$ cat config.mk
export PLATFORM = sky130hd
export DESIGN_NAME = onewire_rom_search_engine_top_flat
export DESIGN_NICKNAME = d
export VERILOG_FILES = /design/src/rtl/owrs_pkg.sv /design/src/rtl/owrs_if.sv /design/src/rtl/onewire_rom_search_engine_top.sv /design/src/flat_wrapper.sv
export SDC_FILE = /design/constraint.sdc
export NUM_CORES = 1
export LEC_CHECK = 0
export BUFFER_PORTS_ARGS = -buffer_cell sky130_fd_sc_hd__buf_2
export CAP_MARGIN = 20
export CELL_PAD_IN_SITES_DETAIL_PLACEMENT = 1
export CELL_PAD_IN_SITES_GLOBAL_PLACEMENT = 1
export CORE_UTILIZATION = 40
export CTS_CLUSTER_DIAMETER = 30
export CTS_CLUSTER_SIZE = 12
export DETAILED_ROUTE_END_ITERATION = 10
export PLACE_DENSITY = 0.79
export SLEW_MARGIN = 20
export SYNTH_ARGS = -nofsm -noshare
export SYNTH_HDL_FRONTEND = slang
export SYNTH_SLANG_ARGS = --single-unit
$ cat constraint.sdc
create_clock -name clk -period 12.7 [get_ports clk]
set_input_delay 0.635 -clock clk [delete_from_list [all_inputs] [get_ports clk]]
set_output_delay 0.635 -clock clk [all_outputs]
set_load 0.01 [all_outputs]
$ cat src/rtl/owrs_pkg.sv
`default_nettype none
// ----------------------------------------------------------------------------
// owrs_pkg
// Types, codes and CRC-8 helpers for the 1-Wire ROM search engine.
// ----------------------------------------------------------------------------
package owrs_pkg;

  localparam int ROM_BITS    = 64;
  localparam int CODE_BITS   = 56;
  localparam int FAMILY_BITS = 8;
  localparam int POS_W       = 7;
  localparam int FDISC_W     = 4;
  localparam logic [7:0] CRC_POLY = 8'h8C;

  localparam logic [2:0] FUNC_CLEAR   = 3'd0;
  localparam logic [2:0] FUNC_BEGIN   = 3'd1;
  localparam logic [2:0] FUNC_BITPAIR = 3'd2;
  localparam logic [2:0] FUNC_FAMILY  = 3'd3;
  localparam logic [2:0] FUNC_ROM     = 3'd4;
  localparam logic [2:0] FUNC_SKIP    = 3'd5;

  localparam logic [2:0] ST_ACCEPTED     = 3'd0;
  localparam logic [2:0] ST_NO_PRESENCE  = 3'd1;
  localparam logic [2:0] ST_PREV_LAST    = 3'd2;
  localparam logic [2:0] ST_BIT_CHOSEN   = 3'd3;
  localparam logic [2:0] ST_NO_RESPONSE  = 3'd4;
  localparam logic [2:0] ST_ROM_COMPLETE = 3'd5;
  localparam logic [2:0] ST_NOT_SEARCH   = 3'd6;

  typedef struct packed {
    logic [2:0]           func;
    logic                 presence;
    logic                 id_bit;
    logic                 complement_bit;
    logic [7:0]           family_code;
    logic [CODE_BITS-1:0] rom_value;
  } owrs_req_t;

  typedef struct packed {
    logic [2:0]           status;
    logic                 direction;
    logic [CODE_BITS-1:0] rom_code;
    logic [7:0]           crc_byte;
    logic                 crc_ok;
    logic                 last_device;
  } owrs_rsp_t;

  typedef logic [CODE_BITS-1:0][7:0] crc_cols_t;

  // CRC of a code with a single bit set; the CRC is linear with zero init
  function automatic crc_cols_t crc_cols();
    crc_cols_t  cols;
    logic [7:0] crc;
    logic       mix;
    for (int i = 0; i < CODE_BITS; i++) begin
      crc = CRC_POLY;
      for (int j = i + 1; j < CODE_BITS; j++) begin
        mix = crc[0];
        crc = crc >> 1;
        if (mix) begin
          crc = crc ^ CRC_POLY;
        end
      end
      cols[i] = crc;
    end
    return cols;
  endfunction

  localparam crc_cols_t CRC_COLS = crc_cols();

  function automatic logic [7:0] crc8(input logic [CODE_BITS-1:0] code);
    logic [7:0] crc;
    crc = '0;
    for (int i = 0; i < CODE_BITS; i++) begin
      if (code[i]) begin
        crc = crc ^ CRC_COLS[i];
      end
    end
    return crc;
  endfunction

endpackage
`default_nettype wire

$ cat src/rtl/owrs_if.sv
`default_nettype none
// ----------------------------------------------------------------------------
// owrs_if
// Valid/ready channels carrying operation items and result items.
// ----------------------------------------------------------------------------
interface owrs_req_if import owrs_pkg::*; ();
  logic      valid;
  logic      ready;
  owrs_req_t data;
  modport source (output valid, output data, input ready);
  modport sink (input valid, input data, output ready);
endinterface

interface owrs_rsp_if import owrs_pkg::*; ();
  logic      valid;
  logic      ready;
  owrs_rsp_t data;
  modport source (output valid, output data, input ready);
  modport sink (input valid, input data, output ready);
endinterface
`default_nettype wire

$ cat src/rtl/onewire_rom_search_engine_top.sv
`default_nettype none
// ----------------------------------------------------------------------------
// onewire_rom_search_engine_top
// 1-Wire ROM search engine: one operation item in, one result item out.
//
//   channel  dir  payload
//   req      in   func, presence, id_bit, complement_bit, family_code,
//                 rom_value
//   rsp      out  status, direction, rom_code, crc_byte, crc_ok, last_device
//
// An item is registered on entry and resolved into the result register when
// that register is empty or being taken, updating the search state at the same edge.
// One item per cycle is sustained while rsp is taken.
// A stalled result holds the input register; req.ready drops only when both
// registers are full and rsp is not taken.
// rst clears the search state and both valid flags.
// ----------------------------------------------------------------------------
module onewire_rom_search_engine_top import owrs_pkg::*; (
  input  wire        clk,
  input  wire        rst,
  owrs_req_if.sink   req,
  owrs_rsp_if.source rsp
);

  logic                 in_valid;
  owrs_req_t            in_item;
  logic                 out_valid;
  owrs_rsp_t            out_item;

  logic [ROM_BITS-1:0]  rom_bits, rom_bits_next;
  logic [POS_W-1:0]     bit_position, bit_position_next;
  logic [POS_W-1:0]     last_discrepancy, last_discrepancy_next;
  logic [FDISC_W-1:0]   family_discrepancy, family_discrepancy_next;
  logic [POS_W-1:0]     last_zero_position, last_zero_position_next;
  logic                 exhausted_flag, exhausted_flag_next;
  owrs_rsp_t            result;

  logic                 advance;
  logic                 dir;
  logic [5:0]           pos_m1;
  logic [CODE_BITS-1:0] code_now;

  assign advance   = in_valid && (!out_valid || rsp.ready);
  assign req.ready = !in_valid || advance;
  assign rsp.valid = out_valid;
  assign rsp.data  = out_item;
  assign pos_m1    = 6'(bit_position - POS_W'(1));
  assign code_now  = rom_bits_next[CODE_BITS-1:0];

  always_comb begin
    rom_bits_next           = rom_bits;
    bit_position_next       = bit_position;
    last_discrepancy_next   = last_discrepancy;
    family_discrepancy_next = family_discrepancy;
    last_zero_position_next = last_zero_position;
    exhausted_flag_next     = exhausted_flag;
    result                  = '0;
    dir                     = 1'b0;
    case (in_item.func)
      FUNC_CLEAR: begin
        exhausted_flag_next     = 1'b0;
        last_discrepancy_next   = '0;
        family_discrepancy_next = '0;
        bit_position_next       = '0;
      end
      FUNC_BEGIN: begin
        if (!in_item.presence || exhausted_flag) begin
          exhausted_flag_next     = 1'b0;
          last_discrepancy_next   = '0;
          family_discrepancy_next = '0;
          bit_position_next       = '0;
          result.status = !in_item.presence ? ST_NO_PRESENCE : ST_PREV_LAST;
        end else begin
          bit_position_next       = POS_W'(1);
          last_zero_position_next = '0;
        end
      end
      FUNC_BITPAIR: begin
        if (bit_position == '0 || bit_position > POS_W'(ROM_BITS)) begin
          bit_position_next = '0;
          result.status     = ST_NOT_SEARCH;
        end else if (in_item.id_bit && in_item.complement_bit) begin
          exhausted_flag_next     = 1'b0;
          last_discrepancy_next   = '0;
          family_discrepancy_next = '0;
          bit_position_next       = '0;
          result.status           = ST_NO_RESPONSE;
        end else begin
          if (!in_item.id_bit && !in_item.complement_bit) begin
            if (bit_position == last_discrepancy) begin
              dir = 1'b1;
            end else if (bit_position > last_discrepancy) begin
              dir = 1'b0;
            end else begin
              dir = rom_bits[pos_m1];
            end
            if (!dir) begin
              last_zero_position_next = bit_position;
              if (bit_position <= POS_W'(FAMILY_BITS)) begin
                family_discrepancy_next = bit_position[FDISC_W-1:0];
              end
            end
          end else begin
            dir = in_item.id_bit;
          end
          rom_bits_next[pos_m1] = dir;
          result.direction = dir;
          if (bit_position == POS_W'(ROM_BITS)) begin
            last_discrepancy_next = last_zero_position_next;
            if (last_zero_position_next == '0) begin
              exhausted_flag_next = 1'b1;
            end
            bit_position_next  = '0;
            result.status      = ST_ROM_COMPLETE;
            result.rom_code    = code_now;
            result.crc_byte    = rom_bits_next[ROM_BITS-1:CODE_BITS];
            result.crc_ok      = (crc8(code_now) == rom_bits_next[ROM_BITS-1:CODE_BITS]);
            result.last_device = exhausted_flag_next;
          end else begin
            bit_position_next = bit_position + POS_W'(1);
            result.status     = ST_BIT_CHOSEN;
          end
        end
      end
      FUNC_FAMILY: begin
        last_discrepancy_next   = POS_W'(ROM_BITS);
        family_discrepancy_next = '0;
        exhausted_flag_next     = 1'b0;
        bit_position_next       = '0;
        rom_bits_next = {rom_bits[ROM_BITS-1:CODE_BITS],
                         {(CODE_BITS-FAMILY_BITS){1'b0}}, in_item.family_code};
      end
      FUNC_ROM: begin
        last_discrepancy_next   = POS_W'(ROM_BITS);
        family_discrepancy_next = '0;
        exhausted_flag_next     = 1'b0;
        bit_position_next       = '0;
        rom_bits_next = {crc8(in_item.rom_value), in_item.rom_value};
      end
      FUNC_SKIP: begin
        last_discrepancy_next   = POS_W'(family_discrepancy);
        family_discrepancy_next = '0;
        exhausted_flag_next     = 1'b0;
        bit_position_next       = '0;
      end
      default: begin
        result.status = ST_NOT_SEARCH;
      end
    endcase
  end

  always_ff @(posedge clk) begin
    if (rst) begin
      in_valid           <= 1'b0;
      out_valid          <= 1'b0;
      rom_bits           <= '0;
      bit_position       <= '0;
      last_discrepancy   <= '0;
      family_discrepancy <= '0;
      last_zero_position <= '0;
      exhausted_flag     <= 1'b0;
    end else begin
      if (req.valid && req.ready) begin
        in_valid <= 1'b1;
      end else if (advance) begin
        in_valid <= 1'b0;
      end
      if (advance) begin
        out_valid          <= 1'b1;
        rom_bits           <= rom_bits_next;
        bit_position       <= bit_position_next;
        last_discrepancy   <= last_discrepancy_next;
        family_discrepancy <= family_discrepancy_next;
        last_zero_position <= last_zero_position_next;
        exhausted_flag     <= exhausted_flag_next;
      end else if (rsp.ready) begin
        out_valid <= 1'b0;
      end
    end
  end

  always_ff @(posedge clk) begin
    if (req.valid && req.ready) begin
      in_item <= req.data;
    end
    if (advance) begin
      out_item <= result;
    end
  end

endmodule
`default_nettype wire
$ cat src/flat_wrapper.sv
// flat-port wrapper written by rule: the top's interface ports become plain ports
module onewire_rom_search_engine_top_flat import owrs_pkg::*;
  (clk, rst, req_valid, req_data, req_ready, rsp_valid, rsp_data, rsp_ready);
  owrs_req_if req_i ();
  owrs_rsp_if rsp_i ();
  input  wire clk;
  input  wire rst;
  input wire logic [$bits(req_i.valid)-1:0] req_valid;
  input wire logic [$bits(req_i.data)-1:0] req_data;
  output wire logic [$bits(req_i.ready)-1:0] req_ready;
  output wire logic [$bits(rsp_i.valid)-1:0] rsp_valid;
  output wire logic [$bits(rsp_i.data)-1:0] rsp_data;
  input wire logic [$bits(rsp_i.ready)-1:0] rsp_ready;
  assign req_i.valid = req_valid;
  assign req_i.data = req_data;
  assign req_ready = req_i.ready;
  assign rsp_valid = rsp_i.valid;
  assign rsp_data = rsp_i.data;
  assign rsp_i.ready = rsp_ready;
  onewire_rom_search_engine_top u_core (.clk(clk), .rst(rst), .req(req_i), .rsp(rsp_i));
endmodule
# Word-level counts from Yosys, hierarchy flattened
# Cells that the tools add are included.
# word_totals
ramBits,0
mem_count,0
latchBits,0
register_bits,232
mem_bits_ro,0
output_inout_bits,72
wordCells,641
in_bits,74
# classes
bitwise_logic,113
reduce_logical,33
mul,0
mux,451
addsub,2
shifts,0
n_lt_le_gt_ge,5
n_div,0
n_eq_ne,16
# ops
operator,n
$mux W8,339
$not A5 Y5,64
$mux W7,41
$pmux W64 S3,1
$mux W64,2
$not A3 Y3,42
$mux W6,18
$bwmux W64,1
$pmux W7 S5,1
$mux W4,8
$not A7 Y7,4
$mux W1,22
$pmux W7 S3,1
$mux W5,4
$reduce_and A5 Y1,4
$mux W3,6
$logic_not A7 Y1,2
$pmux W7 S2,1
$pmux W4 S3,1
$ne A3 B1 Y1 const B,3
$pmux W3 S3,1
$eq A8 B8 Y1,1
$reduce_bool A2 Y1,4
$reduce_or A4 Y1,2
30 further kinds,47

# Depth between registers and ports, before layout
# Gate-level depths: netlist (run 1).
# depth
ltp_word,503
mapped_depth,22
depth_no_buf,16

# Worst setup path before layout (run 1)
# No wires, ideal clock.
# synth_path
path_kind,flip-flop to flip-flop
startpoint,register u_core.bit_position[0]
endpoint,"register u_core.out_item, in the netlist u_core.rsp.data[1], data pin"
setup_time_ns,0.190
t_arrival_ns,5.209
stages_incl_launch_ff,21
t_required_ns,12.510
slack_ns,7.300
period_less_slack_ns,5.400
path_cell_list,dfxtp_1 -> inv_1 -> clkbuf_1 -> ha_1 -> xor2_1 -> buf_2 -> mux4_2 -> nor4_1 -> a31oi_1 -> a221o_1 -> o21a_1 -> buf_6 -> buf_6 -> a211oi_2 -> xnor2_1 -> xnor3_2 -> xnor2_1 -> xnor2_1 -> xnor2_1 -> or3_1 -> a2111oi_2
# synth_via
elab_chain_cells,328
elab_cells_between_ends,366
cone_classes,1 x add/sub; 4 x order compare; 3 x eq/ne; 298 x mux; 56 x bitwise; 4 x reduce/logical
# synth_rtl
element,line,text
"start, declared",onewire_rom_search_engine_top.sv:31,"logic [POS_W-1:0] bit_position, bit_position_next;"
"start signal, assigned",onewire_rom_search_engine_top.sv:171,bit_position <= bit_position_next;
$sub A6 B1 Y6,onewire_rom_search_engine_top.sv:47,assign pos_m1 = 6'(bit_position - POS_W'(1));
$bmux W1 S6,onewire_rom_search_engine_top.sv:95,dir = rom_bits[pos_m1];
$mux W1 (not written as such),onewire_rom_search_engine_top.sv:95,
$mux W1,onewire_rom_search_engine_top.sv:92,end else if (bit_position > last_discrepancy) begin
$mux W1,onewire_rom_search_engine_top.sv:90,if (bit_position == last_discrepancy) begin
$mux W1,onewire_rom_search_engine_top.sv:89,if (!in_item.id_bit && !in_item.complement_bit) begin
$mux W1,onewire_rom_search_engine_top.sv:82,end else if (in_item.id_bit && in_item.complement_bit) begin
$mux W1,onewire_rom_search_engine_top.sv:79,if (bit_position == '0 || bit_position > POS_W'(ROM_BITS)) begin
[... 312 more ...],n/a,
$mux W8,onewire_rom_search_engine_top.sv:59,case (in_item.func)
$not A3 Y3 (no source line),n/a,
$mux W8,owrs_pkg.sv:75,if (code[i]) begin
$mux W8,onewire_rom_search_engine_top.sv:108,if (bit_position == POS_W'(ROM_BITS)) begin
$mux W8,onewire_rom_search_engine_top.sv:82,
$mux W8,onewire_rom_search_engine_top.sv:79,
$mux W8,onewire_rom_search_engine_top.sv:59,
$eq A8 B8 Y1,onewire_rom_search_engine_top.sv:117,result.crc_ok = (crc8(code_now) == rom_bits_next[ROM_BITS-1:CODE_BITS]);
"end signal, assigned",onewire_rom_search_engine_top.sv:187,out_item <= result;
"end, declared",onewire_rom_search_engine_top.sv:28,owrs_rsp_t out_item;
# Several ways; a longest one is shown, not always the timed one. The select of a mux whose other input is x is not followed.
# A chain may end at the register's enable or synchronous reset.

# Worst setup path after layout (run 1)
# Ends and elaborated chain as after synthesis.

==> results by group, run 1 <==
Power and ir drop
  – Int Pwr: between 0.002 and 0.0025 W
  – PwrDens: between 150 and 200 nW/um^2
  – Switching share of power: a little under a third
  – Comb pwr share: between 20 and 25%
  – Sequential Power Share: 29.5%
  – Worst ir drop on vdd: around 110 uV
  – Sw Pwr: between 0.0008 and 0.0009 W
  – Clock power share: 47.7%
  – LEAKAGE: about 6.3 nW

Logic synthesis
  – Synth area leader: edfxtp_1
  – Async SR Flop Fraction: 0%
  – Cell Area, Synth: around 14000 sq um
  – Post-Synthesis Cells: approximately 1.5k
  – Post-Syn Nets: ~1.6k
  – Most frequent cell after synthesis: nor2_1
  – Sequential-to-total area share from yosys stat: 42.1%
  – Synth cell types: 76
  – Syn_area_per_cell: approximately 9.4 sq um
  – Number of register bits inferred by synthesis: 232
  – Synth area leaders: edfxtp_1, dfxtp_1, xnor2_1
  – Post-synth top flop: edfxtp_1
  – Warnings from Yosys: 0
  – Post-synth top cells: nor2_1, xnor2_1, nand2_1, edfxtp_1, a21oi_1
  – Post-synth EDFFs: 140
  – Top cell type's share of synthesized area: 29.3%

Routing
  – Drt first pass iters: 5
  – DRC: 0
  – Via count: ~13k
  – Via/cell ratio: 6.11
  – Drt total wl: between 60000 and 70000 microns
  – Post-DRT Antenna Nets: 0
  – WL per Instance: around 28 microns
  – Initial DRC count: roughly 1.3k

Floorplanning
  – Starting Density: about two fifths
  – Full die area: 36700 sq um
  – Die width: roughly 190 microns
  – # IOs: 146
  – Die H: about 190 microns
  – Site Rows: 69
  – Core area: between 30000 and 40000 sq um

Finish
  – Non-Filler Instances: ~2.2k
  – # diodes: 0
  – Fill cells: between 4k and 5k
  – FF+latch area: a little over 6000 sq um
  – Area growth from synthesis to layout: 21.1%
  – Fin nets: about 1.8k
  – Post-route cell area: between 15000 and 20000 sq um
  – Layout cells sized above 1: roughly a fifth
  – Area of the multi-input gates: slightly below 8000 sq um

Timing
  – Final setup fails: 0
  – RSZ-0062 raised after global routing: false
  – TNS Setup: 0 ns
  – Final period util: a little over half
  – Crit path time final: slightly below 7 ns
  – Pins Over Slew Limit: 0
  – Worst Tran Pin Value: 1.10 ns
  – Setup WS post-layout: just under 6 ns
  – Fin Clk Skew: between 0.02 and 0.03 ns
  – F_max: 0.145 GHz
  – Worst slew margin: about a quarter
  – Final Hold Fails: 0
  – Final Hold Slack: 0.216 ns

Setup path
  – Worst setup startpoint: u_core.bit_position[0]
  – CP Max Fanout: 23
  – Endpoint class of the critical path: register
  – WP data required: between 10 and 15 ns
  – Crit start category: register
  – Worst reg2reg path startpoint: u_core.bit_position[0]
  – Critical path class: register to register
  – Arrival time at the worst endpoint: around 7.3 ns

CTS
  – Post-CTS resize count: 0
  – CTS sink cnt: between 200 and 250
  – TritonCTS clock tree: built
  – Root buffer cell: clkbuf_16
  – Post-CTS Setup Bufs: 0
  – H-tree depth: 2
  – Num CTS Buffers: 53
  – Clock transition at path regs: 0.05 ns
  – Skew-Pair Late Insertion Delay: a little under 0.6 ns
  – Post-CTS Hold Fix Bufs: 0
  – Clock Path Buffers: 3

Global route
  – Grt ovf: 0
  – First-pass GRT wire length: a little under 90000 microns
  – Overall Global Routing Usage: about a third
  – Largest net degree at the start of global routing: 81
  – Initial antenna violation count: 1
  – Number of global-route vias before repair: roughly 13k

Flow run
  – Max-cap violations: 0

Min path
  – Hold Crit Start: req_data[69]
  – Min-Delay Path Class: primary input to register

Placed design
  – Placed cells: roughly 2.1k
  – Area after DPL: ~16000 sq um
  – Setup slack at placement: between 5 and 6 ns
  – Gpl congestion: between 1 and 1.5
  – Post-DP HPWL: 44400 microns
  – PortBufs: around 150

Run status
  – Status: finished clean
==> layout make-up <==
cell class              count  share of cell area, %
clock buffers              59                   8.00
multi-input cells        1186                   45.3
well taps                 461                   3.31
clock inverters            41                   2.59
inverters                  15                  0.338
repair buffers            180                   5.68
flip-flops and latches    232                   34.7
==> power groups by stage <==
stage,Sequential (W),Combinational [W],Clock [W]
after floorplan,0.000866,0.000489,0
after global placement,0.000875,0.000649,0
after detailed placement,0.000877,0.000660,0
after CTS,0.000863,0.000665,0.00142
after global routing,0.000865,0.000711,0.00145
final,0.000864,0.000668,0.00140
==> worst max-delay path, stage by stage, from the launching register on <==
cell and delay, ns:
dfxtp_1 0.30, inv_1 0.51, ha_1 0.83, clkinv_1 0.58
mux4_2 0.48, nand2_1 0.05, and3_1 0.20, or4_1 0.60
o21a_1 0.37, nor2_1 0.52, o21ai_0 0.39, xnor3_1 0.55
xnor2_1 0.34, xnor3_1 0.39, xnor2_1 0.16, nand3_1 0.11
a2111oi_2 0.28
==> registers in the layout, summed over array words and instances, names as in the netlist <==
name / flops
u_core.exhausted_flag: 1
u_core.in_valid: 1
u_core.rsp.data: 70
u_core.bit_position: 7
u_core.in_item: 70
u_core.family_discrepancy: 4
u_core.rom_bits: 64
u_core.last_zero_position: 7
u_core.rsp.valid: 1
u_core.last_discrepancy: 7
==> cell families after synthesis <==
family | Yosys count | synth area share (%)
fa+ha+maj | 10 | 0.871
compound gates | 372 | 16.8
simple gates | 531 | 17.0
mux | 28 | 2.86
flops | 232 | 42.1
xor+xnor | 245 | 17.1
buf+inv | 113 | 3.31
==> layout by cell type, fill, tap and decap left out, drive strengths merged, types with 21 or more instances in the layout <==
master / instances
dfxtp: 92
edfxtp: 140
xor2: 47
nor3: 32
xnor2: 177
nor2: 200
nand3: 27
and2: 38
inv: 29
o21ai: 83
xnor3: 21
clkbuf: 59
a211oi: 24
buf: 180
a21oi: 126
nand2: 142
==> path summary, 6_finish.rpt <==
| kind | end | slack, ns | cells after the start |
|---|---|---|---|
| hold / removal | u_core.in_item[69] | 0.22 | 1 |
| setup reg to reg | u_core.rsp.data[1] | 5.80 | 16 |
| hold reg to reg | u_core.family_discrepancy[1] | 0.48 | 2 |
| setup / recovery | u_core.rsp.data[1] | 5.80 | 16 |
==> per-layer routing <==
| metal | vias to the layer above | GRT usage, % | part of all wire [%] |
|---|---|---|---|
| met4 | 0 | 17.4 | 5.5 |
| li1 | 5784 | - | - |
| met5 | - | 0 | 0 |
| met1 | 6656 | 43.3 | 41 |
| met2 | 676 | 51.2 | 45 |
| met3 | 160 | 7.58 | 9.1 |
==> metrics by stage <==
step	power, W	util, %
global route	0.00302	49.0
detailed placement	0.00154	43.9
floorplan	0.00135	-
finish	0.00293	49.0
global placement	0.00152	43.9
CTS	0.00294	49.0
Note: power is estimated with default switching activity, not from simulation.
==> inputs of run 2 (changes only) <==
clock period = 6.95 ns   (was 12.7 ns; I/O delays follow)
==> results by group, run 2 (same netlist as run 1, synthesis figures left out) <==
CTS
  – CTS sink cnt: 232 (unchanged)
  – Post-CTS resize count: 0 (unchanged)
  – Num CTS Buffers: 51 (-3.8%)
  – Root buffer cell: clkbuf_16
  – TritonCTS clock tree: built
  – H-tree depth: 2 (unchanged)
  – Clock Path Buffers: 3 (unchanged)
  – Clock transition at path regs: 0.05 ns (about the same)
  – Skew-Pair Late Insertion Delay: 0.59 ns (about the same)

Global route
  – Overall Global Routing Usage: 38.0% (+4.8 points)
  – Grt ovf: 0 (unchanged)
  – Largest net degree at the start of global routing: 88 (+8.6%)
  – Initial antenna violation count: 5 (+4)
  – Number of global-route vias before repair: 14.0k (+5.4%)
  – First-pass GRT wire length: 98200 microns (+12%)

Power and ir drop
  – LEAKAGE: 6.78 nW (+7.3%)
  – Worst ir drop on vdd: 333 uV (+200%)
  – PwrDens: 302 nW/um^2 (+80%)

Finish
  – Layout cells sized above 1: 19.7% (+0.48 points)
  – Commonest non-fill, non-tap cell in the layout: nor2_1
  – Fin nets: 1856 (+5.9%)
  – Commonest non-fill, non-tap cells in the layout: nor2_1, xnor2_1, buf_2
  – Area growth from synthesis to layout: 27.3%

Floorplanning
  – Full die area: 36700 sq um (unchanged)
  – Site Rows: 69 (unchanged)
  – Core area: 35500 sq um (unchanged)
  – Starting Density: 40.5% (unchanged)
  – Die H: 192 microns (unchanged)
  – # IOs: 146 (unchanged)
  – Die width: 192 microns (unchanged)

Setup path
  – Family with the most delay on the worst path: XOR/XNOR gates
  – Worst Reg-to-Reg Cells: 17 (+1)
  – Crit start category: register
  – Arrival time at the worst endpoint: 6.70 ns (-0.59 ns)
  – Crit-path max cell delay: 0.75 ns (-0.08 ns)
  – Critical path class: register to register
  – Crit path top cell by count: xnor2_1
  – Critical path, cell by cell: inv_1 > ha_1 > nor3b_1 > xnor2_1 > nor3_1 > buf_4 > and3_1 > or4_1 > o21a_2 > a211oi_2 > xor2_1 > xnor2_1 > xnor2_1 > xnor3_1 > xnor2_1 > nand3_1 > a2111oi_2
  – WP buf/inv: 2 (unchanged)
  – CP Max Fanout: 33 (+43%)
  – Endpoint class of the critical path: register
  – WP data required: 7.33 ns (-5.76 ns)
  – Crit-path slowest cell: a211oi_2
  – Crit. path cell count: 17 (+1)

Placed design
  – Setup slack at placement: 0.852 ns (-5.13 ns)
  – Gpl congestion: 1.03 (+1.1%)
  – PortBufs: 145 (unchanged)
  – Post-DP HPWL: 49400 microns (+11%)

Routing
  – Drt total wl: 69000 microns (+14%)
  – DRC: 0 (unchanged)
  – WL per Instance: 30.3 microns (+9.3%)
  – Via/cell ratio: 6.12 (+0.15%)
  – Via count: 13.9k (+4.8%)
  – Drt first pass iters: 5 (unchanged)
  – Post-DRT Antenna Nets: 0 (unchanged)
  – Initial DRC count: 1306 (+0.93%)

Flow run
  – Max-cap violations: 0 (unchanged)

Timing
  – Worst slew margin: 28.4% (+3.6 points)
  – F_max: 0.158 GHz (+9.2%)
  – Pins Over Slew Limit: 0 (unchanged)
  – TNS Setup: 0 ns (unchanged)
  – Setup WS post-layout: 0.635 ns (-5.17 ns)
  – Fin Clk Skew: 0.0209 ns (-0.00475 ns)
  – Worst Tran Pin Value: 1.07 ns (-0.0223 ns)
  – Final setup fails: 0 (unchanged)
  – Final Hold Fails: 0 (unchanged)
  – RSZ-0062 raised after global routing: false
  – Crit path time final: 6.31 ns (-0.583 ns)
  – Final period util: 90.9% (+37 points)

Min path
  – Hold path cells: 3 (+2)
  – Min-Delay Path Class: primary input to register

Run status
  – Status: finished clean
run 2: cell types whose count changed in the layout (fill, tap and decap cells not counted), moves of 3 or more:
| cell | delta |
|---|---|
| buf_4 | +36 |
| clkinv_2 | +3 |
| nor3_1 | +3 |
| clkinvlp_4 | -5 |
| nor3_2 | -3 |
| inv_8 | +4 |
| inv_6 | -4 |
| dlygate4sd3_1 | +70 |
run 2: path summary, 6_finish.rpt:
check	endpoint	start	slack [ns]
max	u_core.rsp.data[1]	u_core.bit_position[1]	0.64
max reg2reg	u_core.rsp.data[1]	u_core.bit_position[1]	0.64
min reg2reg	u_core.family_discrepancy[3]	u_core.family_discrepancy[3]	0.48
min	u_core.in_valid	req_valid	0.03
run 2: layout make-up:
cell class                      instances  area [sq um]
Clock buffer                           56          1350
Sequential cell                       232          6050
Fill cell                            3929         17200
Inverter                               15          58.8
Antenna cell                            1          2.50
Timing Repair Buffer                  286          1960
Clock inverter                         38           439
Tap cell                              461           577
Multi-Input combinational cell       1186          7860
run 2: where the power goes:
part	internal [W]	switching (W)	leakage [nW]
Clock	0.00165	0.000894	0.883
Combinational	0.000580	0.000820	3.79
Sequential	0.00152	0.0000687	2.11
Total	0.00375	0.00178	6.78
run 2: worst reg2reg max path, cell delays in order (launching register included):
cell and delay (ns):
dfxtp_1 0.59, inv_1 0.13, ha_1 0.28, nor3b_1 0.20
xnor2_1 0.61, nor3_1 0.11, buf_4 0.24, and3_1 0.21
or4_1 0.62, o21a_2 0.56, a211oi_2 0.77, xor2_1 0.18
xnor2_1 0.19, xnor2_1 0.34, xnor3_1 0.49, xnor2_1 0.17
nand3_1 0.13, a2111oi_2 0.31
run 2: per-stage QoR:
stage	power [W]	cell area, sq um	hold slack, ns	utilization, %	cells
3_5_place_dp	0.00292	15800	0.466	44.5	2109
6_report	0.00553	18300	0.0309	51.5	2275
3_3_place_gp	0.00291	15800	0.456	44.5	2109
2_1_floorplan	0.00248	14400	0.441	-	1531
5_1_grt	0.00567	18300	0.0412	51.5	2274
4_1_cts	0.00548	18300	0.000932	51.5	2273
run 2: what timing repair did:
item / in CTS / in global routing
setup buffers: 0 / 0
hold buffers: 70 / 0
hold endpoints to repair: 70 / 0
endpoints found under the setup margin: 0 / 0
run 2: routing by layer:
metal	share of wire (%)	global-route usage (%)
met1	40	47.9
met2	45	59.6
met3	9.0	9.53
met4	5.5	20.2
met5	0.064	0
